## src/sv/grid_keyframe_vertex_interpolator_unit_macros.svh

```systemverilog
// Assertion macros shared by the keyframe interpolator RTL.
`ifndef GRID_KEYFRAME_VERTEX_INTERPOLATOR_UNIT_MACROS_SVH
`define GRID_KEYFRAME_VERTEX_INTERPOLATOR_UNIT_MACROS_SVH

// Check cons in the same cycle as ante.
`define GKVI_ASSERT_SAME(label, clk, rst, ante, cons) \
   label: assert property (@(posedge clk) disable iff (rst) (ante) |-> (cons)) \
      else $error("gkvi assertion failed");

// Check cons in the cycle after ante.
`define GKVI_ASSERT_NEXT(label, clk, rst, ante, cons) \
   label: assert property (@(posedge clk) disable iff (rst) (ante) |=> (cons)) \
      else $error("gkvi assertion failed");

`endif

```

## src/sv/gkvi_ram.sv

```systemverilog
// Generic synchronous RAM, one write port, one registered read port.
module gkvi_ram #(
   parameter int WIDTH = 128,
   parameter int DEPTH = 2
) (
   input  logic                                     clock,
   input  logic                                     we,
   input  logic [((DEPTH > 1) ? $clog2(DEPTH) : 1)-1:0] waddr,
   input  logic [WIDTH-1:0]                         wdata,
   input  logic                                     re,
   input  logic [((DEPTH > 1) ? $clog2(DEPTH) : 1)-1:0] raddr,
   output logic [WIDTH-1:0]                         rdata
);
   logic [WIDTH-1:0] mem_ff [0:DEPTH-1];
   logic [WIDTH-1:0] rdata_ff;

   always_ff @(posedge clock) begin
      if (we) begin
         mem_ff[waddr] <= wdata;
      end
      if (re) begin
         rdata_ff <= mem_ff[raddr];
      end
   end

   assign rdata = rdata_ff;
endmodule

```

## config.mk

```make
export PLATFORM = sky130hd
export DESIGN_NAME = gkvi_ram
export DESIGN_NICKNAME = d
export VERILOG_FILES = /design/src/sv/grid_keyframe_vertex_interpolator_unit_macros.svh /design/src/sv/gkvi_ram.sv
export SDC_FILE = /design/constraint.sdc
export NUM_CORES = 1
export LEC_CHECK = 0
export ABC_AREA = 1
export BUFFER_PORTS_ARGS = -buffer_cell sky130_fd_sc_hd__buf_2
export CAP_MARGIN = 20
export CORE_AREA = 4 4 193 195
export CTS_CLUSTER_DIAMETER = 40
export DETAILED_ROUTE_END_ITERATION = 8
export DIE_AREA = 0 0 197 199
export SLEW_MARGIN = 10
export SYNTH_ARGS = -nofsm -noshare
export SYNTH_HDL_FRONTEND = slang
export SYNTH_SLANG_ARGS = --single-unit
```

## constraint.sdc

```tcl
create_clock -name clock -period 27.4 [get_ports clock]
set_input_delay 8.22 -clock clock [delete_from_list [all_inputs] [get_ports clock]]
set_output_delay 8.22 -clock clock [all_outputs]
set_load 0.05 [all_outputs]
```

[Yosys cells after proc, flatten, opt, wreduce, memory -nomap -nowiden]
Memories as Yosys holds them, arrays and structs flattened. A register that Yosys moved wholly into a read port is not among the register bits.
Cells that the tools add are included.
Storage, ports and cells
  output and inout bits: 128
  memories kept: 1
  RAM bits: 256
  bits in registers: 0
  logic and storage cells: 3
  input bits: 133
Operators by class
  multiplexer cells: 2
Memories
  mem_ff: depth 2, width 128, read ports 1, clocked after memory_dff 1, write ports 1, RTL line gkvi_ram.sv:14  | logic [WIDTH-1:0] mem_ff [0:DEPTH-1];
Operator list (number)
  1-bit 2-to-1 mux: 2

[Logic depth before layout (Yosys ltp)]
  depth after elaboration: 2
  depth in mapped cells: 5
  mapped depth without buffers: 3

[Least setup slack after synthesis]
Ideal clock, no wire load.
  path type: input port to flip-flop
  start: in we
  end: mem mem_ff[0][0], enable pin
  path slack: 13.166 ns
  setup time: 0.620 ns
  cell stages on the path: 2
  required time: 26.780 ns
  buffers on the path: 0
  data arrival time: 13.614 ns
  path through: inv_1 > nor2_1
Between the ends
  cells in the longest elaborated chain, start to end: 2
Ends and longest elaborated chain
  start, declared: RTL line gkvi_ram.sv:7  | input logic we,
  1-bit 2-to-1 mux: RTL line gkvi_ram.sv:18  | if (we) begin
  1-bit 2-to-1 mux (implied by the code): RTL line gkvi_ram.sv:19  | mem_ff[waddr] <= wdata;
  end, declared: RTL line gkvi_ram.sv:14
Every way passes these cells.

==> reports/metrics.csv <==
stage,metric,value,unit
place,RePlAce Congestion,0.6810,
detailed_routing,via count,7140,
critical_path,arrival time worst endpoint,10.07,ns
critical_path,WS Path Type,input port to register,
power,power density cells,87.75,mW/mm^2
floorplanning,Die Y,199,um
synthesis,Synth area leaders,"edfxtp_1 (87%), nand2_1 (11%), buf_6 (2.3%)",
timing,Hold Fails Final Rpt,0,
critical_path,Slowest cell on crit path,buf_4,
finish,number of fillers in the final layout,3099,
synthesis,post-synthesis cell area,0.01330,sq mm
cts,"Clk pin slew, worst setup/hold paths",0.06,ns
critical_path,cell family with most CP delay,buffers and inverters,
critical_path,Max stage delay on crit path,0.73,ns
detailed_routing,Routed Antenna Nets,0,
global_route,antenna violations before repair,9,
cts,CTS H-tree depth,2,
power,Pleak,6.724,nW
cts,post-CTS sizing,0,
synthesis,sequential area share after synthesis,86.68,%
power,VDD IR max,0.06295,mV
timing,Setup Skew,0.009300,ns
cts,TritonCTS Buffers,53,
timing,TNS Setup,0,ns
cts,Sink Count,384,
timing,fin crit period,9.634,ns
cts,CTS tree,yes,
timing,Slew headroom,29.21,%
critical_path,WP buf/inv,3,
timing,final setup fails,0,
synthesis,"FF+latch count, synth",384,
critical_path,Worst Path Max Fanout,67,
synthesis,syn_nets,934,
synthesis,post-synthesis instance total,801,
timing,"Slew Viols, Final",0,
critical_path,startpoint types,input port,
critical_path,RR Startpoint,mem_ff[1][4]$_DFFE_PP_,
synthesis,Synth top area share,86.68,%
synthesis,top cell type by total area after synthesis,edfxtp_1,
global_route,GR Overflow Total,0,
floorplanning,# IOs,261,
synthesis,Post-synth EDFFs,384,
detailed_routing,WL final,26.87,mm
critical_path,CP Cell Sequence,"buf_4, inv_4, buf_4, nand2_1, nand2_1",
cts,number of buffers added to fix hold violations after cts,0,
timing,unrepaired setup endpoints after global routing,false,
synthesis,Synth warnings,0,
global_route,global-route wire length before repair,40.76,mm
synthesis,dominant cell by count in the synthesized netlist,nand2_1,
detailed_routing,via density per instance,4.457,
synthesis,commonest cells in the netlist,"nand2_1 (385), edfxtp_1 (384), buf_6 (27)",
detailed_routing,routed wire length per instance,16.77,um
min_path,HP Start,mem_ff[0][16]$_DFFE_PP_,
critical_path,Crit. End Element,register,
global_route,vias in the first global route,7164,
status,outcome,"finished, final reports clean",
floorplanning,die width,197,um
timing,Fmax,103.8,MHz
place,Final HPWL DP,15.77,mm
finish,Post-layout nets,1227,
finish,Layout area overhead,25.42,%
place,PortBufs,260,
synthesis,Post-synth top flop,edfxtp_1,
synthesis,synth unique cells,7,
finish,"Core Util, Final",47.14,%
cts,Post-CTS Setup Inserts,0,
critical_path,Worst EP required,27.84,ns
timing,Worst Max-Slew Pin Slew,1.062,ns
detailed_routing,drc violations,0,
floorplanning,DIE AREA,0.03920,sq mm
cts,worst skew pair latency,0.57,ns
detailed_routing,First-pass DRT Iterations,7,
critical_path,Worst Setup SP,raddr,
global_route,Total GRT Usage,13.57,%
floorplanning,core area,0.03540,sq mm
cts,CTS Buffer Depth,3,
synthesis,syn_area_per_cell,16.61,sq um
place,Post-DP Area,0.01497,sq mm
finish,share of layout cells above drive strength 1,31.11,%
detailed_routing,initial DRC count,404,
floorplanning,Initial Util,37.58,%
synthesis,asr flop ratio synth,0,%
run,MaxCap Viol Count,0,
cts,CTS Root Cell,clkbuf_16,
critical_path,reg2reg setup slack,26.62,ns
finish,Final Cell Area,0.01668,sq mm
global_route,largest net degree at the start of global routing,129,
floorplanning,row count,69,
timing,final worst-path cycle share,35.16,%
min_path,min-delay worst type,register to register,
[worst paths after layout]
path | endpoint | cells past startpoint
hold reg to reg | rdata[16]$_DFFE_PP_ | 2
hold / removal | rdata[16]$_DFFE_PP_ | 2
setup / recovery | rdata[99]$_DFFE_PP_ | 5
setup reg to reg | rdata[4]$_DFFE_PP_ | 2
[per-layer routing]
metal	track usage (%)	wire, um	up-vias
met5	0	87	-
met4	4.212	511	14
met3	5.318	2620	52
met2	21.66	12830	276
met1	17.27	10820	3374
li1	-	-	3424
[where the power goes]
group / internal [mW] / total (mW) / switching, mW
logic: 0.0243 / 0.111 / 0.0870
clock network: 0.384 / 0.647 / 0.263
registers: 0.695 / 0.705 / 0.0106
total: 1.10 / 1.46 / 0.361
[kinds of logic (layout without fill, tap and decap cells)]
logic type / after synthesis / after routing / synth area share [%]
other cells: 0 / 3 / 0
simple gates: 386 / 386 / 10.89
buf+inv: 31 / 368 / 2.427
flops: 384 / 384 / 86.68
[per-stage QoR]
| stage | worst slack (ns) | hold slack, ns | cells | power [mW] |
|---|---|---|---|---|
| floorplan | 13.17 | 0.4874 | 801 | 0.7934 |
| global placement | 17.08 | 0.4879 | 1499 | 0.8280 |
| detailed placement | 17.07 | 0.4941 | 1500 | 0.8313 |
| CTS | 17.71 | 0.5010 | 1599 | 1.486 |
| global route | 17.51 | 0.5079 | 1600 | 1.524 |
| finish | 17.77 | 0.5005 | 1602 | 1.464 |
[state kept, by name, summed over array words and instances, names as in the netlist]
signal,cells
rdata,128
mem_ff,256
[worst min-delay path: cells and delay by family, from the launching register on]
kind / cells / cell delay (ns)
flops: 1 / 0.32
simple gates: 2 / 0.09
[final cells by class]
type	instances	area, sq um	share of cell area [%]
Antenna cell	3	7.507	0.04499
Timing Repair Buffer	266	1388	8.316
Inverter	3	18.77	0.1125
Clock buffer	60	1353	8.106
Multi-Input combinational cell	386	1456	8.729
Tap cell	461	576.8	3.457
Clock inverter	39	354.1	2.122
Sequential cell	384	11530	69.11
[cells in the final DEF, fill, tap and decap left out]
master	count
clkbuf_16	53
clkinvlp_4	5
bufinv_16	2
clkinv_2	4
inv_8	6
diode_2	3
buf_16	1
buf_2	258
inv_1	1
buf_12	1
buf_4	5
clkinv_1	7
inv_4	1
edfxtp_1	384
inv_16	1
clkbuf_1	7
nor2_4	1
nand2_1	385
buf_6	1
clkinv_4	5
inv_6	10
No activity file was read; power rests on OpenSTA's default activity.
