`src/sv/grid_keyframe_vertex_interpolator_unit_macros.svh`:
```
// Assertion macros shared by the keyframe interpolator RTL.
`ifndef GRID_KEYFRAME_VERTEX_INTERPOLATOR_UNIT_MACROS_SVH
`define GRID_KEYFRAME_VERTEX_INTERPOLATOR_UNIT_MACROS_SVH

// Check cons in the same cycle as ante.
`define GKVI_ASSERT_SAME(label, clk, rst, ante, cons) \
   label: assert property (@(posedge clk) disable iff (rst) (ante) |-> (cons)) \
      else $error("gkvi assertion failed");

// Check cons in the cycle after ante.
`define GKVI_ASSERT_NEXT(label, clk, rst, ante, cons) \
   label: assert property (@(posedge clk) disable iff (rst) (ante) |=> (cons)) \
      else $error("gkvi assertion failed");

`endif

```
`src/sv/gkvi_pkg.sv`:
```
// Types and constants of the keyframe vertex interpolator.
package gkvi_pkg;

   localparam int TIME_REGS  = 5;
   localparam int FRAC_W     = 16;
   localparam int CSR_IDX_W  = 3;
   localparam int CSR_DATA_W = 32;

   localparam logic [CSR_IDX_W-1:0] REG_KEY_COUNT  = 3'd0;
   localparam logic [CSR_IDX_W-1:0] REG_KEY_TIME_0 = 3'd1;
   localparam logic [CSR_IDX_W-1:0] REG_KEY_TIME_1 = 3'd2;
   localparam logic [CSR_IDX_W-1:0] REG_KEY_TIME_2 = 3'd3;
   localparam logic [CSR_IDX_W-1:0] REG_KEY_TIME_3 = 3'd4;
   localparam logic [CSR_IDX_W-1:0] REG_KEY_TIME_4 = 3'd5;

   typedef enum logic [0:0] {
      OP_STORE = 1'b0,
      OP_EVAL  = 1'b1
   } opcode_type;

   typedef enum logic [1:0] {
      ST_EVAL    = 2'd0,
      ST_NO_KEYS = 2'd1,
      ST_RANGE   = 2'd2,
      ST_STORED  = 2'd3
   } status_type;

   typedef struct packed {
      logic signed [31:0] x;
      logic signed [31:0] y;
      logic signed [31:0] z;
      logic [31:0]        color;
   } vertex_type;

   typedef struct packed {
      status_type status;
      logic [2:0] seg;
      logic       interp;
   } ctrl_type;

   typedef struct packed {
      ctrl_type   ctrl;
      vertex_type vtx;
   } result_type;

endpackage

```
`src/sv/gkvi_divider.sv`:
```
// Pipelined restoring divider for the Q0.16 segment ratio, one bit a stage.
module gkvi_divider #(
   parameter int TAG_W = 1
) (
   input  logic             clock,
   input  logic             reset,
   input  logic             en,
   input  logic             in_valid,
   input  logic [31:0]      in_dividend,
   input  logic [31:0]      in_divisor,
   input  logic [TAG_W-1:0] in_tag,
   output logic             out_valid,
   output logic [gkvi_pkg::FRAC_W-1:0] out_quot,
   output logic [TAG_W-1:0] out_tag
);
   localparam int STEPS = gkvi_pkg::FRAC_W;

   logic                valid_ff [0:STEPS];
   logic [31:0]         rem_ff   [0:STEPS];
   logic [31:0]         div_ff   [0:STEPS];
   logic [STEPS-1:0]    quot_ff  [0:STEPS];
   logic [TAG_W-1:0]    tag_ff   [0:STEPS];
   logic [31:0]         rem_in   [0:STEPS-1];
   logic [STEPS-1:0]    quot_in  [0:STEPS-1];

   // Dividend stays below divisor, so the remainder fits 32 bits.
   for (genvar j = 0; j < STEPS; j++) begin : g_step
      logic [32:0] shifted;
      logic        take;
      logic [32:0] diff;
      always_comb begin
         shifted    = {rem_ff[j], 1'b0};
         take       = shifted >= {1'b0, div_ff[j]};
         diff       = shifted - {1'b0, div_ff[j]};
         rem_in[j]  = take ? diff[31:0] : shifted[31:0];
         quot_in[j] = {quot_ff[j][STEPS-2:0], take};
      end
   end

   always_ff @(posedge clock) begin
      if (reset) begin
         for (int j = 0; j <= STEPS; j++) begin
            valid_ff[j] <= 1'b0;
         end
      end else if (en) begin
         valid_ff[0] <= in_valid;
         for (int j = 0; j < STEPS; j++) begin
            valid_ff[j+1] <= valid_ff[j];
         end
      end
   end

   always_ff @(posedge clock) begin
      if (en) begin
         rem_ff[0]  <= in_dividend;
         div_ff[0]  <= in_divisor;
         quot_ff[0] <= '0;
         tag_ff[0]  <= in_tag;
         for (int j = 0; j < STEPS; j++) begin
            rem_ff[j+1]  <= rem_in[j];
            div_ff[j+1]  <= div_ff[j];
            quot_ff[j+1] <= quot_in[j];
            tag_ff[j+1]  <= tag_ff[j];
         end
      end
   end

   assign out_valid = valid_ff[STEPS];
   assign out_quot  = quot_ff[STEPS];
   assign out_tag   = tag_ff[STEPS];
endmodule

```
`config.mk`:
```
export PLATFORM = sky130hd
export DESIGN_NAME = gkvi_divider
export DESIGN_NICKNAME = d
export VERILOG_FILES = /design/src/sv/grid_keyframe_vertex_interpolator_unit_macros.svh /design/src/sv/gkvi_pkg.sv /design/src/sv/gkvi_divider.sv
export SDC_FILE = /design/constraint.sdc
export NUM_CORES = 2
export LEC_CHECK = 0
export ABC_AREA = 1
export BUFFER_PORTS_ARGS = -buffer_cell sky130_fd_sc_hd__buf_2
export CORE_MARGIN = 2
export CORE_UTILIZATION = 50
export CTS_BUF_LIST = sky130_fd_sc_hd__clkbuf_8 sky130_fd_sc_hd__clkbuf_16
export DETAILED_ROUTE_END_ITERATION = 16
export PLACE_DENSITY_LB_ADDON = 0.05
export SLEW_MARGIN = 20
export SYNTH_ARGS = -nofsm -noshare
export SYNTH_HDL_FRONTEND = slang
export SYNTH_SLANG_ARGS = --single-unit
```
`constraint.sdc`:
```
create_clock -name clock -period 2.15 [get_ports clock]
set_input_delay 0.215 -clock clock [delete_from_list [all_inputs] [get_ports clock]]
set_output_delay 0.215 -clock clock [all_outputs]
set_load 0.05 [all_outputs]
```
-- Word level (Yosys, flattened, before mapping)
Memory sizes are Yosys's and may differ from the RTL's.
Cells that the tools add are included.
- memories kept: 5
- flip-flop bits (word level): 0
- output and inout bits: 18
- input bits: 69
- word-level logic and storage cells: 93
- RAM bits: 1394
- memories (name ; depth ; bits a word ; rd ports ; clocked after Yosys merged registers in ; write ports ; line ; RTL):
    div_ff ; 17 ; 32 ; 16 ; 0 ; 17 ; gkvi_divider.sv:20 ; logic [31:0] div_ff [0:STEPS];
    rem_ff ; 17 ; 32 ; 16 ; 0 ; 17 ; gkvi_divider.sv:19 ; logic [31:0] rem_ff [0:STEPS];
    quot_ff ; 17 ; 16 ; 17 ; 0 ; 17 ; gkvi_divider.sv:21 ; logic [STEPS-1:0] quot_ff [0:STEPS];
    tag_ff ; 17 ; 1 ; 17 ; 0 ; 17 ; gkvi_divider.sv:22 ; logic [TAG_W-1:0] tag_ff [0:STEPS];
    valid_ff ; 17 ; 1 ; 17 ; 0 ; 17 ; gkvi_divider.sv:18 ; logic valid_ff [0:STEPS];
- multiplexer cells: 39
- add/subtract/negate cells: 16
- bitwise gates (word level): 17
- magnitude comparators: 16
- operators with widths (kind ; number):
    $ge 33x32->1 ; 16
    $mux 32 ; 16
    $sub 32x32->32 ; 16
    $mux 1 ; 23
    $or 1x1->1 ; 17

-- Depth between registers and ports, before layout
- depth after elaboration: 4
- depth in mapped cells: 17
- mapped depth without buffers: 15

-- Worst setup path after synthesis
No wires, ideal clock.
- path type: reg-to-reg
- start point: mem rem_ff[7][7] (netlist: rem_ff[0][231])
- end point: mem rem_ff[8][8] (netlist: rem_ff[0][264]), data pin
- path buffers: 1
- cell stages (with the launch flop): 14
- path slack: 0.165 ns
- clock period less this slack: 1.985 ns
- required time: 1.898 ns
- library setup time: 0.252 ns
- arrival: 1.733 ns
- path through: edfxtp_1 > ha_1 > nand2_1 > nor2_2 > nand2_1 > nor2_1 > nand2_1 > nand3_1 > nor2_1 > nand2_4 > inv_4 > buf_6 > nand2_2 > nand2_1
- RTL lines (what ; line):
    start, declared ; gkvi_divider.sv:19

==> impl_metrics.env <==
export IMPL_finalPower_w=0.1907
export IMPL_cts_htree_levels=4
export IMPL_synth_xor_area_share_pct=2.200
export IMPL_wl_um=330400
export IMPL_p_leak_nw=65.64
export IMPL_cts_path_max_buffers=3
export IMPL_combPwrFrac_pct=65.5
export IMPL_rr_startpoint="rem_ff[0][245]"
export IMPL_clock_power_share_pct=13.0
export IMPL_power_density_nw_per_um2=1458
export IMPL_grtUsageTotal_pct=35.17
export IMPL_cts_sinks=1194
export IMPL_num_nets_final=14960
export IMPL_synth_area_sq_um=83610
export IMPL_avgSynthCellArea_sq_um=7.529
export IMPL_clkTransAtPathRegs_ns=0.06
export IMPL_dieWidth_um=412.9
export IMPL_ys_ff_latch=1194
export IMPL_initial_core_util_pct=50.17
export IMPL_vias=86570
export IMPL_ys_seq_area_share_pct=42.88
export IMPL_vias_per_cell=5.191
export IMPL_synth_edff_count=1194
export IMPL_insertion_delay_ns=0.82
export IMPL_grt_pass1_wl_um=457600
export IMPL_gp_congestion=1.029
export IMPL_grt_pass1_vias=81240
export IMPL_async_reset_ff_share_pct=0
export IMPL_antenna_found_initial=7
export IMPL_ios=87
export IMPL_synthMuxAreaShare_pct=0
export IMPL_p_sw_share_pct=43.95
export IMPL_synth_area_leaders="edfxtp_1 43%, nand2_1 19%, inv_1 10%, ha_1 7.6%, nand3_1 4.3%"
export IMPL_crit_fanout=7
export IMPL_fin_skew_ns=0.03116
export IMPL_fillers=11180
export IMPL_period_needed_ns=2.499
export IMPL_numCtsBuffers=138
export IMPL_crit_start="rem_ff[0][245]"
export IMPL_cp_data_arrival_time_ns=3.05
export IMPL_synthSimpleGateAreaFrac_pct=32.83
export IMPL_fin_crit_sh_pct=116.2
export IMPL_dp_hpwl_um=233400
export IMPL_maxCapViolCount=0
export IMPL_synth_fp_nets=11700
export IMPL_relSlewSlack_pct=65.69
export IMPL_grt_overflow_total=0
export IMPL_finalSetupTns_ns=-85.04
export IMPL_port_buffers=86
export IMPL_die_area_sq_um=170500
export IMPL_cp_end_kind="flop"
export IMPL_cts_tree="yes"
export IMPL_status="finished with violations"
export IMPL_max_freq_mhz=400.2
export IMPL_yosysWarnings=0
export IMPL_die_h_um=412.9
export IMPL_p_switching_w=0.08381
export IMPL_synthCells=11110
export IMPL_p_int_w=0.1069
export IMPL_critical_path_class="reg -> reg"
export IMPL_wl_per_cell_um=19.81
export IMPL_drt_pass1_iterations=6
export IMPL_drive_gt1_share_pct=40.75
export IMPL_hold_start="reset"
export IMPL_ys_types=38
export IMPL_synth_top_cell_by_area="edfxtp_1"
export IMPL_hold_ws_ns=0.04027
export IMPL_drt_iter0_markers=8238
export IMPL_grt_max_degree=77
export IMPL_synth_fa_ha_area_share_pct=8.006
export IMPL_drc=0
export IMPL_hold_viol_final=0
export IMPL_finalSetupViolations=491
export IMPL_ir_drop_v=0.001108
export IMPL_violations="negative setup slack"
export IMPL_slew_viol_final=0
export IMPL_ctsRootBufferMaster="clkbuf_16"
export IMPL_pwr_share_seq_pct=21.5
export IMPL_antenna_left=0
export IMPL_worst_pin_slew_ns=0.5134
export IMPL_rsz0062_at_grt="yes"
export IMPL_crit_required_ns=2.70
export IMPL_hp_class="in -> reg"
export IMPL_synth_top_family_by_area="simple AND/OR/NAND/NOR gates"
export IMPL_start_kind="flop"
export IMPL_synth_ff_type="edfxtp_1"
export IMPL_core_area_sq_um=166700
export IMPL_setup_slack_ns=-0.3490
export IMPL_fp_row_count=150
export IMPL_synth_compound_area_share_pct=2.366
export IMPL_area_delta_synth_final_pct=56.44
export IMPL_synth_top_area_share_pct=42.88
[Yosys cell counts (all sizes together) (23+ instances only)]
master	count
nand4	47
nand3	847
a21oi	334
nor2	626
ha	511
nor3	132
buf	130
nand3b	153
edfxtp	1194
inv	2308
and2	125
o21ai	23
xor2	195
nand2	4409
[worst max-delay path, stage by stage, from the launching register on]
cell	delay, ns
edfxtp_1	0.54
ha_4	0.38
buf_6	0.10
nand2_2	0.04
nand2_2	0.07
nand2_2	0.05
nand2_2	0.07
inv_2	0.06
a21oi_4	0.18
nor2_4	0.07
nand2_4	0.11
buf_12	0.13
inv_16	0.05
buf_12	0.13
buf_6	0.11
nand2_4	0.05
nand2_4	0.07
[state kept, by name, indices dropped and copies added (netlist names)]
name,cells
quot_ff,136
valid_ff,17
div_ff,512
rem_ff,512
tag_ff,17
[final cells by class]
cell class / count / area [sq um] / share of cell area [%]
antenna: 2 / 5.005 / 0.003826
clock inverter: 109 / 1184 / 0.9049
multi-input combinational: 7486 / 51420 / 39.31
timing repair buffer: 3227 / 27210 / 20.80
inverter: 2308 / 8750 / 6.689
sequential: 1194 / 35850 / 27.41
clock buffer: 139 / 3478 / 2.659
timing repair inverter: 8 / 153.9 / 0.1177
tap: 2204 / 2758 / 2.108
[repair_timing]
action                                 4_1_cts  5_1_grt
setup endpoints to repair                  495      495
setup buffers                              323      376
gates cloned                                36       51
hold buffers                                67        0
endpoints found under the hold margin       97        0
resized for setup                         1051     1994
pin swaps                                  280      627
[per-stage QoR]
step           instance area, sq um  instances  setup slack, ns  utilization (%)
2_1_floorplan                 83610      11110           0.1647                -
3_3_place_gp                 104000      15600          -0.5692            62.42
3_5_place_dp                 104000      15600          -0.5677            62.42
4_1_cts                      118700      16270          -0.2382            71.21
5_1_grt                      130800      16680          -0.3581            78.49
6_report                     130800      16680          -0.3490            78.49
[per-layer routing]
metal	global-route usage (%)	routed length, um
met5	0	39
met4	21.67	25250
met3	5.032	22360
met2	59.25	156900
met1	42.50	125900
[cell usage in the layout, fill, tap and decap left out, types with 35 or more instances in the layout]
cell	Yosys	final
dlygate4sd3_1	0	67
nand2_2	83	673
buf_2	61	85
a21oi_2	1	62
nand3_1	724	456
nand3b_1	153	153
buf_4	13	2771
clkbuf_16	0	174
nor3_1	115	60
inv_2	16	232
nor2_1	581	362
nand2_8	11	38
ha_1	511	70
nor3_4	0	37
ha_4	0	438
nor2_4	10	96
xor2_1	195	191
a21oi_1	333	259
buf_6	46	113
nor3_2	17	35
and2_1	125	122
inv_1	2287	2081
nand2_1	4301	3424
nand4_1	47	47
buf_12	6	119
nand3_2	123	312
edfxtp_1	1194	1194
nand3_4	0	79
nand2_4	14	292
nor2_2	35	168
[kinds of logic (layout without fill, tap and decap cells)]
group | Yosys count | count (layout)
compound gates | 382 | 382
xor+xnor | 210 | 210
fa+ha+maj | 526 | 526
buf+inv | 2443 | 5791
flops | 1194 | 1194
other cells | 0 | 2
simple gates | 6350 | 6368
[worst paths after layout]
kind                            slack [ns]  cells after the start              end
worst min register to register        0.42                      0  quot_ff[1][101]
worst min-delay path                  0.04                      2  valid_ff[0][14]
worst max register to register       -0.35                     16   rem_ff[0][282]
worst max-delay path                 -0.35                     16   rem_ff[0][282]
[power by group through the flow]
stage                     logic (W)  clock network, W  registers, W
final                         0.125            0.0247        0.0411
after CTS                     0.101            0.0250        0.0403
after global routing          0.134            0.0258        0.0412
after detailed placement     0.0877                 0        0.0399
after global placement       0.0865                 0        0.0399
after floorplan              0.0481                 0        0.0365
Power figures use the tool's default switching activity.
